**config.mk**
```make
export PLATFORM = sky130hd
export DESIGN_NAME = bresenham_line_stepper
export DESIGN_NICKNAME = d
export VERILOG_FILES = /design/src/design/bls_pkg.sv /design/src/design/bls_setup.sv /design/src/design/bresenham_line_stepper.sv
export SDC_FILE = /design/constraint.sdc
export NUM_CORES = 1
export LEC_CHECK = 0
export BUFFER_PORTS_ARGS = -buffer_cell sky130_fd_sc_hd__buf_2
export CAP_MARGIN = 10
export CORE_MARGIN = 2
export CORE_UTILIZATION = 58
export CTS_CLUSTER_DIAMETER = 120
export CTS_CLUSTER_SIZE = 24
export DETAILED_ROUTE_END_ITERATION = 16
export PLACE_DENSITY = 0.77
export SYNTH_ARGS = -nofsm -noshare
export SYNTH_HDL_FRONTEND = slang
export SYNTH_SLANG_ARGS = --single-unit
```
**constraint.sdc**
```tcl
create_clock -name aclk -period 12.7 [get_ports aclk]
set_input_delay 0.635 -clock aclk [delete_from_list [all_inputs] [get_ports aclk]]
set_output_delay 0.635 -clock aclk [all_outputs]
set_load 0.01 [all_outputs]
```
**src/design/bls_pkg.sv**
```systemverilog
// ----------------------------------------------------------------------------
// bls_pkg
// shared types for the line stepper: item kinds and line set-up flags
// ----------------------------------------------------------------------------
package bls_pkg;

    // kind of input item, carried on s_tuser
    typedef enum logic {
        OP_START   = 1'b0,
        OP_ADVANCE = 1'b1
    } op_t;

    // flags worked out when a line is set up
    typedef struct packed {
        logic x_is_major;
        logic minor_down;
        logic last;
    } line_flags_t;

endpackage

```
**src/design/bls_setup.sv**
```systemverilog
// ----------------------------------------------------------------------------
// bls_setup
// line set-up: orders the endpoints, picks the major axis, first error term
// ----------------------------------------------------------------------------
module bls_setup
    import bls_pkg::*;
#(
    parameter int COORD_BITS = 12
) (
    input  logic [COORD_BITS-1:0] start_x,
    input  logic [COORD_BITS-1:0] start_y,
    input  logic [COORD_BITS-1:0] end_x,
    input  logic [COORD_BITS-1:0] end_y,
    output logic [COORD_BITS-1:0] first_x,
    output logic [COORD_BITS-1:0] first_y,
    output logic [COORD_BITS-1:0] major_end,
    output logic [COORD_BITS:0]   twice_major,
    output logic [COORD_BITS:0]   twice_minor,
    output logic [COORD_BITS+2:0] err_init,
    output line_flags_t           flags
);

    localparam int EW = COORD_BITS + 3;

    logic [COORD_BITS-1:0] dx, dy, dmaj, dmin;
    logic [COORD_BITS-1:0] ax, ay, bx, by;
    logic                  xmaj, swap;

    always_comb begin
        dx   = (start_x >= end_x) ? (start_x - end_x) : (end_x - start_x);
        dy   = (start_y >= end_y) ? (start_y - end_y) : (end_y - start_y);
        xmaj = (dx >= dy);
        // order so that the major coordinate rises
        swap = xmaj ? (start_x > end_x) : (start_y > end_y);
        ax   = swap ? end_x   : start_x;
        ay   = swap ? end_y   : start_y;
        bx   = swap ? start_x : end_x;
        by   = swap ? start_y : end_y;
        dmaj = xmaj ? dx : dy;
        dmin = xmaj ? dy : dx;

        first_x     = ax;
        first_y     = ay;
        major_end   = xmaj ? bx : by;
        twice_major = {dmaj, 1'b0};
        twice_minor = {dmin, 1'b0};
        err_init    = EW'({dmin, 1'b0}) - EW'(dmaj);

        flags.x_is_major = xmaj;
        flags.minor_down = xmaj ? (by < ay) : (bx < ax);
        flags.last       = (dmaj == '0);
    end

endmodule

```
**src/design/bresenham_line_stepper.sv**
```systemverilog
// ----------------------------------------------------------------------------
// bresenham_line_stepper
// integer line rasteriser, one pixel item out for each item in
// ----------------------------------------------------------------------------
// s_ channel: s_tuser selects the item kind (start or advance); on a start
// s_tdata carries both endpoints and the first pixel comes back, on an
// advance the next pixel along the major axis comes back
// m_ channel: m_tdata holds the pixel, m_tuser is high when a pixel was
// emitted (low for an advance with no line running, data then zero) and
// m_tlast marks the final pixel of the line
// the result item is in the output register in the cycle after its item
// is accepted; throughput is one item per cycle while m_tready is held high,
// set by the single output register, fed combinationally by the set-up and step logic
// the output register frees s_tready while the held item is being taken,
// so a new item is accepted in the same cycle the old result leaves
// a stalled receiver holds m_tdata/m_tuser/m_tlast and drops s_tready
// reset: no line active, output empty, all line state cleared
// ----------------------------------------------------------------------------
module bresenham_line_stepper
    import bls_pkg::*;
#(
    parameter int COORD_BITS = 12
) (
    input  logic                                   aclk,
    input  logic                                   aresetn,
    // input items
    input  logic                                   s_tvalid,
    output logic                                   s_tready,
    // start_x, start_y, end_x, end_y from the lowest bit up, zero padded
    input  logic [((4*COORD_BITS+7)/8)*8-1:0]      s_tdata,
    // operation
    input  logic                                   s_tuser,
    // result items
    output logic                                   m_tvalid,
    input  logic                                   m_tready,
    // pixel_x, pixel_y from the lowest bit up, zero padded
    output logic [((2*COORD_BITS+7)/8)*8-1:0]      m_tdata,
    // pixel_valid
    output logic                                   m_tuser,
    // last_pixel
    output logic                                   m_tlast
);

    localparam int N   = COORD_BITS;
    localparam int EW  = N + 3;                       // error term width
    localparam int MDW = ((2*COORD_BITS+7)/8)*8;

    // line state
    logic [N-1:0]  cur_x_reg, cur_y_reg, major_end_reg;
    logic [EW-1:0] err_reg;
    logic [N:0]    twice_major_reg, twice_minor_reg;
    logic          minor_down_reg, x_is_major_reg, active_reg;

    // output register
    logic          m_tvalid_reg;
    logic [N-1:0]  pix_x_reg, pix_y_reg;
    logic          pix_valid_reg, pix_last_reg;

    logic          s_accept;
    op_t           op;

    // set-up results
    logic [N-1:0]  su_x, su_y, su_major_end;
    logic [N:0]    su_twice_major, su_twice_minor;
    logic [EW-1:0] su_err;
    line_flags_t   su_flags;

    // advance results
    logic          err_pos;
    logic [N-1:0]  adv_x, adv_y;
    logic [EW-1:0] adv_err;
    logic          adv_last;

    assign s_tready = !m_tvalid_reg || m_tready;
    assign s_accept = s_tvalid && s_tready;
    assign op       = op_t'(s_tuser);

    bls_setup #(
        .COORD_BITS (N)
    ) u_setup (
        .start_x     (s_tdata[N-1:0]),
        .start_y     (s_tdata[2*N-1:N]),
        .end_x       (s_tdata[3*N-1:2*N]),
        .end_y       (s_tdata[4*N-1:3*N]),
        .first_x     (su_x),
        .first_y     (su_y),
        .major_end   (su_major_end),
        .twice_major (su_twice_major),
        .twice_minor (su_twice_minor),
        .err_init    (su_err),
        .flags       (su_flags)
    );

    // one step along the line
    always_comb begin
        err_pos = !err_reg[EW-1] && (err_reg != '0);
        adv_x   = cur_x_reg;
        adv_y   = cur_y_reg;
        if (err_pos) begin
            if (x_is_major_reg) begin
                adv_y = minor_down_reg ? (cur_y_reg - 1'b1) : (cur_y_reg + 1'b1);
            end else begin
                adv_x = minor_down_reg ? (cur_x_reg - 1'b1) : (cur_x_reg + 1'b1);
            end
        end
        if (x_is_major_reg) begin
            adv_x    = cur_x_reg + 1'b1;
            adv_last = (adv_x == major_end_reg);
        end else begin
            adv_y    = cur_y_reg + 1'b1;
            adv_last = (adv_y == major_end_reg);
        end
        adv_err = err_reg + EW'(twice_minor_reg)
                - (err_pos ? EW'(twice_major_reg) : EW'(0));
    end

    always_ff @(posedge aclk) begin
        if (!aresetn) begin
            cur_x_reg       <= '0;
            cur_y_reg       <= '0;
            major_end_reg   <= '0;
            err_reg         <= '0;
            twice_major_reg <= '0;
            twice_minor_reg <= '0;
            minor_down_reg  <= 1'b0;
            x_is_major_reg  <= 1'b0;
            active_reg      <= 1'b0;
            m_tvalid_reg    <= 1'b0;
        end else begin
            // a new item refills the output register, else a taken one empties it
            if (s_accept) begin
                m_tvalid_reg <= 1'b1;
            end else if (m_tready) begin
                m_tvalid_reg <= 1'b0;
            end
            if (s_accept) begin
                case (op)
                    OP_START: begin
                        cur_x_reg       <= su_x;
                        cur_y_reg       <= su_y;
                        major_end_reg   <= su_major_end;
                        err_reg         <= su_err;
                        twice_major_reg <= su_twice_major;
                        twice_minor_reg <= su_twice_minor;
                        minor_down_reg  <= su_flags.minor_down;
                        x_is_major_reg  <= su_flags.x_is_major;
                        active_reg      <= !su_flags.last;
                    end
                    OP_ADVANCE: begin
                        // no line running: state stays as it is
                        if (active_reg) begin
                            cur_x_reg  <= adv_x;
                            cur_y_reg  <= adv_y;
                            err_reg    <= adv_err;
                            active_reg <= !adv_last;
                        end
                    end
                    default: begin
                        active_reg <= active_reg;
                    end
                endcase
            end
        end
    end

    // result payload, loaded with each accepted item
    always_ff @(posedge aclk) begin
        if (s_accept) begin
            if (op == OP_START) begin
                pix_x_reg     <= su_x;
                pix_y_reg     <= su_y;
                pix_valid_reg <= 1'b1;
                pix_last_reg  <= su_flags.last;
            end else if (active_reg) begin
                pix_x_reg     <= adv_x;
                pix_y_reg     <= adv_y;
                pix_valid_reg <= 1'b1;
                pix_last_reg  <= adv_last;
            end else begin
                pix_x_reg     <= '0;
                pix_y_reg     <= '0;
                pix_valid_reg <= 1'b0;
                pix_last_reg  <= 1'b0;
            end
        end
    end

    assign m_tvalid = m_tvalid_reg;
    assign m_tdata  = MDW'({pix_y_reg, pix_x_reg});
    assign m_tuser  = pix_valid_reg;
    assign m_tlast  = pix_last_reg;

`ifndef ASSERT_OFF
    // every accepted item leaves a result in the output register
    a_result_follows: assert property (@(posedge aclk) disable iff (!aresetn)
        s_accept |=> m_tvalid_reg)
        else $error("accepted item produced no result");

    // a final pixel is always a real pixel
    a_last_is_pixel: assert property (@(posedge aclk) disable iff (!aresetn)
        (m_tvalid_reg && pix_last_reg) |-> pix_valid_reg)
        else $error("last flag on an empty result");

    // a running line has not yet reached its major end
    a_active_short: assert property (@(posedge aclk) disable iff (!aresetn)
        active_reg |-> ((x_is_major_reg ? cur_x_reg : cur_y_reg) != major_end_reg))
        else $error("active line already at its end");
`endif

endmodule
```
=== After elaboration in Yosys (flattened, before gate mapping) ===
Index checks and enable logic that the tools add are counted.

* Register bits after elaboration: 105
* Output and inout bits: 28

* Add/subtract/negate cells: 11
* Muxes and demuxes: 36
* Bitwise gates (word level): 1
* Eq/ne operators: 3
* Magnitude comparators: 7
* Reductions and logical operators: 12

{| class="wikitable"
|+ Operators with widths
! kind !! count
|-
| 12-bit two-way mux || 21
|-
| 12-bit one-hot mux with 2 select lines || 2
|-
| 12-bit subtractor || 4
|-
| 12-bit greater-or-equal comparator || 3
|-
| 15-bit one-hot mux with 2 select lines || 1
|-
| 12-bit by 1-bit adder with 12-bit output (second input constant) || 2
|-
| 12-bit == test || 2
|-
| 12-bit > comparator || 2
|-
| 12-bit < comparator || 2
|-
| 12-bit by 1-bit subtractor with 12-bit output (second input constant) || 2
|-
| 15-bit by 13-bit adder with 15-bit output || 1
|-
| 15-bit two-way mux || 1
|-
| 15-bit nonzero test || 1
|-
| 15-bit by 13-bit subtractor with 15-bit output || 1
|-
| 13-bit by 12-bit subtractor with 14-bit output || 1
|-
| 13-bit two-way mux || 1
|-
| 12-bit logical NOT || 1
|-
| 1-bit two-way mux || 9
|-
| 1-bit logical NOT || 4
|-
| 2-bit AND reduction || 2
|-
| 1-bit logical AND || 2
|-
| 2-bit by 1-bit != test with 1-bit output (second input constant) || 1
|-
| 1-bit one-hot mux with 2 select lines || 1
|-
| 2-bit nonzero test || 1
|-
| 2 further kinds || 2
|}

=== Longest topological paths before layout ===
Gate-level depths: netlist of the first run.

* Word-level depth: 7
* Gate-level depth with buffers: 35
* Gate-level depth less buffers: 31

=== Hierarchy ===
From an unflattened synthesis of the first run, not the netlist that was laid out.

* Cells, all modules: 1666
* Area total of the unflattened synthesis: 12016.5 sq um

{| class="wikitable"
|+ By module, submodules not included
! module !! cells each !! seq. area each (sq um) !! area each (sq um) !! instances
|-
| bresenham_line_stepper || 892 || 2402.3 || 7109.3 || 1
|-
| bls_setup || 774 || 0.0 || 4907.2 || 1
|}

=== Worst setup path before layout of the first run ===
Ideal clock, no wire load.

* Path kind: input-to-reg
* Start: in s_tdata[0]
* End: reg err_reg[10]
* Setup slack: 6.296 ns
* Buffers on the path: 4
* Arrival: 6.308 ns
* Setup time: 0.095 ns
* Required time: 12.605 ns
* Stages: 35
* Path through: inv_1 ha_1 inv_1 fa_1 nand3_1 and2_1 a21oi_1 nor2_1 buf_4 o211ai_1 o21ai_0 xor2_1 inv_1 ha_1 a21o_1 a21o_2 a211oi_4 o21a_1 buf_6 buf_2 buf_1 nor2_1 a21oi_1 inv_1 fa_1 nor2b_1 o21ai_0 a21boi_0 o21ai_0 a21boi_0 o211ai_1 nand2_1 xor2_1 nand2_1 a221oi_1

* Word-level cells in the longest chain between the ends: 6

{| class="wikitable"
|+ RTL lines
! what !! line !! RTL
|-
| start, declared || bresenham_line_stepper.sv:30 || <nowiki>input logic [((4*COORD_BITS+7)/8)*8-1:0] s_tdata,</nowiki>
|-
| 12-bit subtractor or 12-bit greater-or-equal comparator (tied branches) || bls_setup.sv:30 || <nowiki>dx = (start_x >= end_x) ? (start_x - end_x) : (end_x - start_x);</nowiki>
|-
| 12-bit two-way mux (*) || bls_setup.sv:30 ||
|-
| 12-bit greater-or-equal comparator || bls_setup.sv:32 || <nowiki>xmaj = (dx >= dy);</nowiki>
|-
| 12-bit two-way mux (*) || bls_setup.sv:40 || <nowiki>dmin = xmaj ? dy : dx;</nowiki>
|-
| via su_twice_minor[1] || bresenham_line_stepper.sv:64 || <nowiki>logic [N:0] su_twice_major, su_twice_minor;</nowiki>
|-
| 13-bit by 12-bit subtractor with 14-bit output (*) || bls_setup.sv:47 || <nowiki>err_init = EW'({dmin, 1'b0}) - EW'(dmaj);</nowiki>
|-
| 15-bit one-hot mux with 2 select lines (*) || bresenham_line_stepper.sv:137 || <nowiki>case (op)</nowiki>
|-
| end signal, assigned || bresenham_line_stepper.sv:142 || <nowiki>err_reg <= su_err;</nowiki>
|-
| end signal, assigned || bresenham_line_stepper.sv:154 || <nowiki>err_reg <= adv_err;</nowiki>
|-
| end, declared || bresenham_line_stepper.sv:50 || <nowiki>logic [EW-1:0] err_reg;</nowiki>
|}

The timed path passes the listed nets; every way through them passes the cells marked *.
A chain may end at the register's enable or synchronous reset.

=== Final worst setup path of the first run ===
* Start: in s_tdata[7]
* End: reg err_reg[10]

The elaborated chain is that of the path after synthesis.

==> results.md, run 1 <==
* Clk pin slew, worst setup/hold paths at 70 ps
* Post-Syn Instances at 1501
* Number of flip-flops in the largest register at 15
* Max Slew Vio Count at 0
* Commonest register cell after synthesis: dfxtp_1
* Internal Power at 0.00111 W
* Unrepaired setup endpoints after global routing: false
* Initial Util at 59.0%
* Area leader, netlist: dfxtp_1
* Clk root buf: clkbuf_16
* Die X at 142 microns
* Clk pwr share at 13.4%
* Comb pwr share at 66.2%
* Req. time, crit path at 12960 ps
* Seq cells post-synth at 105
* Least-Margin Pin Slew at 1170 ps
* Final wirelength at 31.8 mm
* Most frequent cells in the layout: nand2_1 (188), inv_1 (147), a21oi_1 (147)
* Crit start category: primary input
* Netlist cell types at 83
* Mean Syn Cell Area at 7.35 sq um
* Synth area leaders: dfxtp_1 (14%), ha_1 (9.6%), edfxtp_1 (7.1%)
* Final-stage net count at 1665
* PD cells at 184 nW/um^2
* Tmin final at 7470 ps
* Synthesized cell area at 11000 sq um
* FP Rows at 50
* Period utilization at 58.8%
* GRT Total Usage at 31.8%
* HP Start: twice_major_reg[1]
* Vias per cell at 6.16
* Diode count at 0
* Seq/Total Area, Yosys at 21.4%
* CTS buffer count at 9
* GR Overflow Total at 0
* P_sw at 0.00104 W
* Origin of the critical flop-to-flop path: err_reg[2]
* Max Root-Sink Buffers at 2
* Worst min path class: flip-flop to flip-flop
* Switching part of the total at 48.4%
* WHS at 450 ps
* Post-synth ARST share at 0%
* Drt pass-1 iters at 6
* Sequential group share of total power at 20.4%
* EDFF count, synth at 26
* Crit Path Class: primary input to flip-flop
* Pin count of the biggest net entering global routing at 67
* Worst Setup End Kind: flip-flop
* CP max-delay cell: nor2_1
* RR Endpoint: err_reg[13]
* Reg2Reg Depth at 16
* Cts hold-fix bufs at 0
* Die area at 20100 sq um
* Post-synth top area share at 14.3%
* Most used cell, CP: o21ai_0
* CP peak stage delay at 880 ps
* Input/output buffers at 80
* Post-Synthesis Net Count at 1657
* Post-CTS setup buffer count at 0
* Final number of hold-violating endpoints at 0
* Routed Antenna Nets at 0
* Wire length per cell at 18.2 microns
* DP HPWL at 24.5 mm
* Layout Skew at 11.4 ps
* Slew headroom at 21.9%
* Commonest non-fill, non-tap cell in the layout: nand2_1
* Gpl congestion at 0.991
* R2R setup slack at 7430 ps
* Ports at 81
* Max Cap Viol at 0
* Status: complete, no violations
* Vias at 10800
* Share of layout cells above drive strength 1 at 8.92%
* Clock sinks at 105
* Data arrival time of the worst path at 7730 ps
* Area delta synth->final at 5.88%
* Setup TNS Final at 0 ps
* Initial antenna violation count at 2
* Clk_lat worst skew at 360 ps
* DR iter-0 viols at 1070
* Crit Path Max Fanout at 35
* Core ar. at 18700 sq um
* First-pass GRT wire length at 51.1 mm
* CTS H-tree lvls at 3
* CTS resizes at 0
* Fmax at 134 MHz
* WHS Path Cells at 2
* Leak at 5.11 nW
* CTS tree: done
* DRC Markers at 0
* Vias in the first global route at 9875
* # setup viols final at 0
* Height of the chip at 142 microns
* Worst ir drop on vdd at 99.0 uV
* Warnings from Yosys at 0
* Hold EP: twice_major_reg[1]
-- how the worst max path moves through the flow --
stage	cells after the start	startpoint	slack [ps]	endpoint
6_report	30	s_tdata[7]	5230	err_reg[10]
5_1_grt	32	s_tdata[0]	4580	err_reg[10]
4_1_cts	32	s_tdata[0]	5340	err_reg[10]
3_5_place_dp	32	s_tdata[0]	4960	err_reg[10]
3_3_place_gp	31	s_tdata[0]	5230	err_reg[10]
2_1_floorplan	35	s_tdata[0]	6300	err_reg[10]
-- power by group through the flow --
stage	clock [W]	sequential, W	combinational (W)
floorplan	0	0.000425	0.00111
global placement	0	0.000443	0.00137
detailed placement	0	0.000445	0.00139
CTS	0.000290	0.000437	0.00140
global route	0.000303	0.000445	0.00157
finish	0.000288	0.000439	0.00142
-- per-stage QoR --
step	utilization, %	power, W	instance area, sq um	instances	worst slack [ps]
floorplan	-	0.00154	11000	1501	6300
global placement	60.8	0.00181	11400	1732	5230
detailed placement	60.8	0.00184	11400	1732	4960
CTS	62.4	0.00213	11700	1748	5340
global route	62.4	0.00232	11700	1748	4580
finish	62.4	0.00215	11700	1748	5230
-- synth_stat cells, drive strengths merged, types with 4 or more instances --
cell	number
o311ai	5
a31oi	17
edfxtp	26
or4	4
nand3	42
a311oi	12
xor2	28
nor4	8
a21boi	5
mux2	7
xnor2	64
nand3b	5
nor3	36
a21o	20
and3	12
nand2	188
a22oi	5
nand2b	10
o21ai	73
o211ai	10
buf	32
and4	6
a21oi	147
or3	7
clkbuf	64
nor2b	7
o21a	16
o21bai	7
fa	18
and2	30
ha	85
dfxtp	79
nor2	127
a211oi	28
inv	147
mux2i	48
a221oi	5
a41oi	5
o22ai	9
nand4	19
-- routing by layer --
metal,wire length (microns),vias up,part of all wire (%),track usage [%]
li1,-,5231,-,-
met1,14500,5009,46,45.9
met2,13600,455,43,48.5
met3,2750,64,8.7,5.84
met4,880,2,2.8,8.95
met5,13,-,0.041,0
-- cell families after synthesis --
kind of cell / count (synthesis) / synth area share, %
muxes: 55 / 5.18
adders and majority gates: 103 / 12.9
DFF: 105 / 21.4
and+or+nand+nor: 506 / 21.0
xor gates and xnor gates: 92 / 7.30
AOI/OAI and AO/OA: 396 / 23.0
buffers and inverters: 244 / 9.19
-- critical path, delay by kind of cell --
family / cells / cell delay (ps)
compound gates: 16 / 3780
simple gates: 5 / 1310
buf+inv: 4 / 350
fa+ha+maj: 3 / 1150
xor+xnor: 2 / 480
-- final cells by class --
type                       instances  area [sq um]
clock inverter                     5          61.3
tap                              234           293
clock buffer                      11           243
multi-input combinational       1152          7670
fill                            1735          7030
timing repair buffer              93           498
inverter                         148           556
sequential                       105          2360
No activity file was read; power rests on OpenSTA's default activity.
==> run 2, diff against run 1 <==
- clock period: 12.7 -> 7.6 ns (I/O delays scaled with it)
==> results.md, run 2 (synthesis gave the netlist of run 1 again) <==
* Unrepaired setup endpoints after global routing: false
* CTS resizes at 0 (unchanged)
* Leak at 5.14 nW (+0.56%)
* Commonest non-fill, non-tap cell in the layout: nand2_1
* Final core area utilization at 62.7% (+0.26 points)
* Post-CTS setup buffer count at 0 (unchanged)
* Fmax at 155 MHz
* Max Root-Sink Buffers at 2 (unchanged)
* Die X at 142 microns (unchanged)
* Post-route cell area at 11700 sq um (+0.42%)
* Multi-input gate area at 7660 sq um (about the same)
* FP Rows at 50 (unchanged)
* Sequential group share of total power at 20.1% (-0.3 points)
* Gpl congestion at 0.970 (-2.1%)
* HP Start: s_tvalid
* Max Cap Viol at 0 (unchanged)
* Final number of hold-violating endpoints at 0 (unchanged)
* Most frequent cells in the layout: nand2_1 (188), inv_1 (147), a21oi_1 (147)
* CP max-delay cell: or2_1
* Area delta synth->final at 6.32%
* Share of layout cells above drive strength 1 at 9.16% (+0.24 points)
* Initial antenna violation count at 2 (unchanged)
* Height of the chip at 142 microns (unchanged)
* Reg2Reg Depth at 16 (unchanged)
* Input/output buffers at 80 (unchanged)
* Max Slew Vio Count at 0 (unchanged)
* Crit start category: primary input
* GR Util met1 at 46.2% (+0.30 points)
* Slew headroom at 29.5% (+7.6 points)
* Vias at 10700 (-0.33%)
* Ports at 81 (unchanged)
* Period utilization at 85.0%
* Gr busiest metal: met2
* Overall power at 0.00363 W (+69%)
* Crit Path Max Fanout at 18 (-49%)
* Die area at 20100 sq um (unchanged)
* PD cells at 310 nW/um^2 (+68%)
* Clk_lat worst skew at 370 ps (about the same)
* Vias in the first global route at 9490 (-3.9%)
* Met2 Use GR at 48.0% (-0.56 points)
* Origin of the critical flop-to-flop path: err_reg[2]
* Clock sinks at 105 (unchanged)
* GRT Total Usage at 31.6% (-0.15 points)
* DRC Markers at 0 (unchanged)
* Clk pwr share at 13.8% (+0.4 points)
* Worst Setup End Kind: flip-flop
* Core ar. at 18700 sq um (unchanged)
* Hold EP: m_tvalid
* Clk pin slew, worst setup/hold paths at 70 ps (about the same)
* Final wirelength at 31.6 mm (-0.36%)
* CTS buffer count at 9 (unchanged)
* DP HPWL at 24.5 mm (-0.30%)
* CTS tree: done
* Pin count of the biggest net entering global routing at 67 (unchanged)
* Crit Path Class: primary input to flip-flop
* Worst ir drop on vdd at 194 uV (+96%)
* Comb pwr share at 66.1% (about the same)
* CP peak stage delay at 550 ps (-330 ps)
* First-pass GRT wire length at 50.4 mm (-1.3%)
* # setup viols final at 0 (unchanged)
* Wire length per cell at 18.0 microns (-0.64%)
* RR Endpoint: err_reg[13]
* Final-stage net count at 1669 (+0.24%)
* P_sw at 0.00176 W (+69%)
* Cts hold-fix bufs at 0 (unchanged)
* Tmin final at 6460 ps
* Routed Antenna Nets at 0 (unchanged)
* Data arrival time of the worst path at 6730 ps (-1000 ps)
* Worst min path class: primary input to flip-flop
* WHS Path Cells at 3 (+1)
* GR Overflow Total at 0 (unchanged)
* Internal Power at 0.00188 W (+69%)
* Least-Margin Pin Slew at 1060 ps (-111 ps)
* Clk root buf: clkbuf_16
* Fillcell total at 1702 (-1.9%)
* Setup TNS Final at 0 ps (unchanged)
* Vias per cell at 6.12 (-0.62%)
* Status: complete, no violations
* Switching part of the total at 48.4% (about the same)
* Reg area at 2360 sq um (unchanged)
* Placed instance area at 11400 sq um (+0.25%)
* Layout Skew at 15.7 ps (+4.24 ps)
* Initial Util at 59.0% (unchanged)
* DR iter-0 viols at 1163 (+8.7%)
* Drt pass-1 iters at 5 (-1)
* Number of flip-flops in the largest register at 15 (unchanged)
* Req. time, crit path at 7860 ps (-5100 ps)
* R2R setup slack at 2270 ps (-5160 ps)
* GRT met3 Usage at 6.04% (+0.20 points)
* CTS H-tree lvls at 3 (unchanged)
## run 2: cell types whose count changed in the layout (fill, tap and decap cells not counted), sizes merged
cell,change
clkinv,-2
clkbuf,+1
diode,+1
inv,+2
buf,+4
bufinv,-1
## run 2: power groups by stage
stage / combinational [W] / sequential [W] / clock, W
2_1_floorplan: 0.00186 / 0.000710 / 0
3_3_place_gp: 0.00231 / 0.000741 / 0
3_5_place_dp: 0.00235 / 0.000741 / 0
4_1_cts: 0.00237 / 0.000728 / 0.000502
5_1_grt: 0.00265 / 0.000742 / 0.000519
6_report: 0.00240 / 0.000730 / 0.000501
## run 2: per-layer routing
| layer | routed length, microns | share of wire, % |
|---|---|---|
| met5 | 0 | 0 |
| met4 | 709 | 2.2 |
| met3 | 2690 | 8.5 |
| met2 | 13600 | 43 |
| met1 | 14600 | 46 |
## run 2: cell type report
class / instances / area share, %
diodes: 1 / 0.0213
clock buffers: 12 / 2.46
clock inverters: 4 / 0.277
inverters: 148 / 4.74
multi-input cells: 1152 / 65.4
flip-flops and latches: 105 / 20.1
well taps: 234 / 2.50
repair buffers: 97 / 4.50
## run 2: worst max-delay path: cells and delay by family
| kind | cells | cell delay, ps |
|---|---|---|
| AND/OR/NAND/NOR | 7 | 1450 |
| XOR/XNOR | 2 | 350 |
| adder cells (fa/ha/maj) | 3 | 1160 |
| buffers and inverters | 4 | 590 |
| AO/OA/AOI/OAI | 14 | 2790 |
## run 2: worst max-delay path by stage
stage / startpoint / slack, ps / depth (start not counted) / end
finish: s_tdata[21] / 1140 / 30 / err_reg[10]
detailed placement: s_tdata[15] / 900 / 30 / err_reg[10]
floorplan: s_tdata[0] / 1450 / 35 / err_reg[10]
CTS: s_tdata[15] / 1230 / 30 / err_reg[10]
global route: s_tdata[17] / 530 / 30 / err_reg[10]
global placement: s_tdata[21] / 1030 / 30 / err_reg[10]
## run 2: per-stage QoR
stage          hold slack, ps  worst slack (ps)  cells
2_1_floorplan             432              1450   1501
3_3_place_gp              442              1030   1736
3_5_place_dp              443               903   1736
4_1_cts                   310              1230   1752
5_1_grt                   320               531   1752
6_report                  308              1140   1753
==> run 3, diff against run 2 <==
- PLACE_DENSITY: 0.77 -> unset
- PLACE_DENSITY_LB_ADDON: unset -> 0.08
==> results.md, run 3 (synthesis gave the netlist of run 1 again) <==
* Data arrival time of the worst path at 6800 ps (+70 ps)
* CTS tree: done
* CTS resizes at 0 (unchanged)
* Core ar. at 18700 sq um (unchanged)
* Clock sinks at 105 (unchanged)
* CP max-delay cell: or2_1
* Cts hold-fix bufs at 0 (unchanged)
* Most frequent cells in the layout: nand2_1 (188), inv_1 (147), a21oi_1 (147)
* Area delta synth->final at 6.56%
* Crit Path Class: primary input to flip-flop
* Max Cap Viol at 0 (unchanged)
* Die X at 142 microns (unchanged)
* Vias per cell at 6.11 (-0.14%)
* Req. time, crit path at 7860 ps (about the same)
* Commonest non-fill, non-tap cell in the layout: nand2_1
* Input/output buffers at 80 (unchanged)
* GR Overflow Total at 0 (unchanged)
* Post-CTS setup buffer count at 0 (unchanged)
* Worst min path class: primary input to flip-flop
* Setup TNS Final at 0 ps (unchanged)
* Tmin final at 6540 ps (+81.9 ps)
* Slew headroom at 42.4% (+13 points)
* Drt pass-1 iters at 5 (unchanged)
* FP Rows at 50 (unchanged)
* DP HPWL at 25.1 mm (+2.6%)
* Initial Util at 59.0% (unchanged)
* Clk pin slew, worst setup/hold paths at 80 ps (about the same)
* Pin count of the biggest net entering global routing at 67 (unchanged)
* Status: complete, no violations
* Max Slew Vio Count at 0 (unchanged)
* DRC Markers at 0 (unchanged)
* Wire length per cell at 18.6 microns (+3.3%)
* Gpl congestion at 1.05 (+8.3%)
* First-pass GRT wire length at 51.6 mm (+2.4%)
* Max Root-Sink Buffers at 2 (unchanged)
* Height of the chip at 142 microns (unchanged)
* # setup viols final at 0 (unchanged)
* Fmax at 153 MHz (-1.3%)
* Ports at 81 (unchanged)
* Number of flip-flops in the largest register at 15 (unchanged)
* Unrepaired setup endpoints after global routing: false
* CTS buffer count at 9 (unchanged)
* GRT Total Usage at 32.5% (+0.85 points)
* Fillcell total at 1745 (+2.5%)
* Crit Path Max Fanout at 14 (-4)
* DR iter-0 viols at 982 (-16%)
* Die area at 20100 sq um (unchanged)
* Layout Skew at 10.5 ps (-5.14 ps)
* Diode count at 0 (-1)
* Vias at 10700 (+0.028%)
* Clk_lat worst skew at 360 ps (about the same)
* Pre-CTS setup slack at 791 ps (-112 ps)
* Clk root buf: clkbuf_16
* CP peak stage delay at 480 ps (-70 ps)
* Share of layout cells above drive strength 1 at 9.33% (+0.17 points)
* Most used cell, CP: ha_1
* Worst Setup End Kind: flip-flop
* Least-Margin Pin Slew at 856 ps (-201 ps)
* Final wirelength at 32.7 mm (+3.5%)
* Worst setup slack after layout at 1060 ps (-81.9 ps)
* Final-stage net count at 1673 (+0.24%)
* Worst ir drop on vdd at 143 uV (-26%)
* Initial antenna violation count at 0 (-2)
* Final number of hold-violating endpoints at 0 (unchanged)
* Crit start category: primary input
* Routed Antenna Nets at 0 (unchanged)
* Period utilization at 86.1% (+1.1 points)
* PD cells at 310 nW/um^2 (+0.20%)
* Leak at 5.15 nW (+0.24%)
* Vias in the first global route at 9669 (+1.9%)
* CTS H-tree lvls at 3 (unchanged)
==> run 3: worst paths after layout <==
path / from / endpoint / slack, ps / depth (start not counted)
max: s_tdata[15] / err_reg[11] / 1060 / 27
min: s_tvalid / m_tvalid / 260 / 3
max reg2reg: err_reg[2] / err_reg[13] / 2090 / 17
min reg2reg: twice_major_reg[9] / twice_major_reg[9] / 450 / 2
==> run 3: through the flow <==
stage / instances / total power (W) / utilization [%] / hold slack (ps) / cell area (sq um)
CTS: 1755 / 0.00362 / 62.7 / 259 / 11700
global placement: 1739 / 0.00309 / 61.1 / 440 / 11400
floorplan: 1501 / 0.00257 / - / 432 / 11000
global route: 1756 / 0.00393 / 62.8 / 275 / 11800
finish: 1756 / 0.00365 / 62.8 / 262 / 11800
detailed placement: 1739 / 0.00312 / 61.1 / 443 / 11400
==> run 3: cell type report <==
| cell class | count | area [sq um] | area share, % |
|---|---|---|---|
| Clock buffer | 9 | 225 | 1.92 |
| Clock inverter | 7 | 75.1 | 0.639 |
| Multi-Input combinational cell | 1152 | 7660 | 65.2 |
| Tap cell | 234 | 293 | 2.49 |
| Timing Repair Buffer | 101 | 578 | 4.92 |
| Sequential cell | 105 | 2360 | 20.1 |
| Inverter | 148 | 556 | 4.73 |
==> run 3: power by group <==
part | leakage (nW) | internal [W] | total, W | switching [W]
Combinational | 4.10 | 0.000956 | 0.00245 | 0.00149
Sequential | 0.907 | 0.000656 | 0.000714 | 0.0000578
Clock | 0.146 | 0.000259 | 0.000489 | 0.000230
==> run 3: worst max-delay path, delay by kind of cell <==
family | cells | cell delay [ps]
xor+xnor | 2 | 470
simple gates | 4 | 850
fa+ha+maj | 3 | 1110
mux | 1 | 410
compound gates | 13 | 3000
buf+inv | 4 | 560
==> run 3: routing by layer <==
metal / GRT usage, % / up-vias / wire length, microns
li1: - / 5249 / -
met1: 48.5 / 5013 / 15300
met2: 50.0 / 415 / 14300
met3: 2.97 / 51 / 2370
met4: 9.00 / 0 / 781
met5: 0 / - / 0
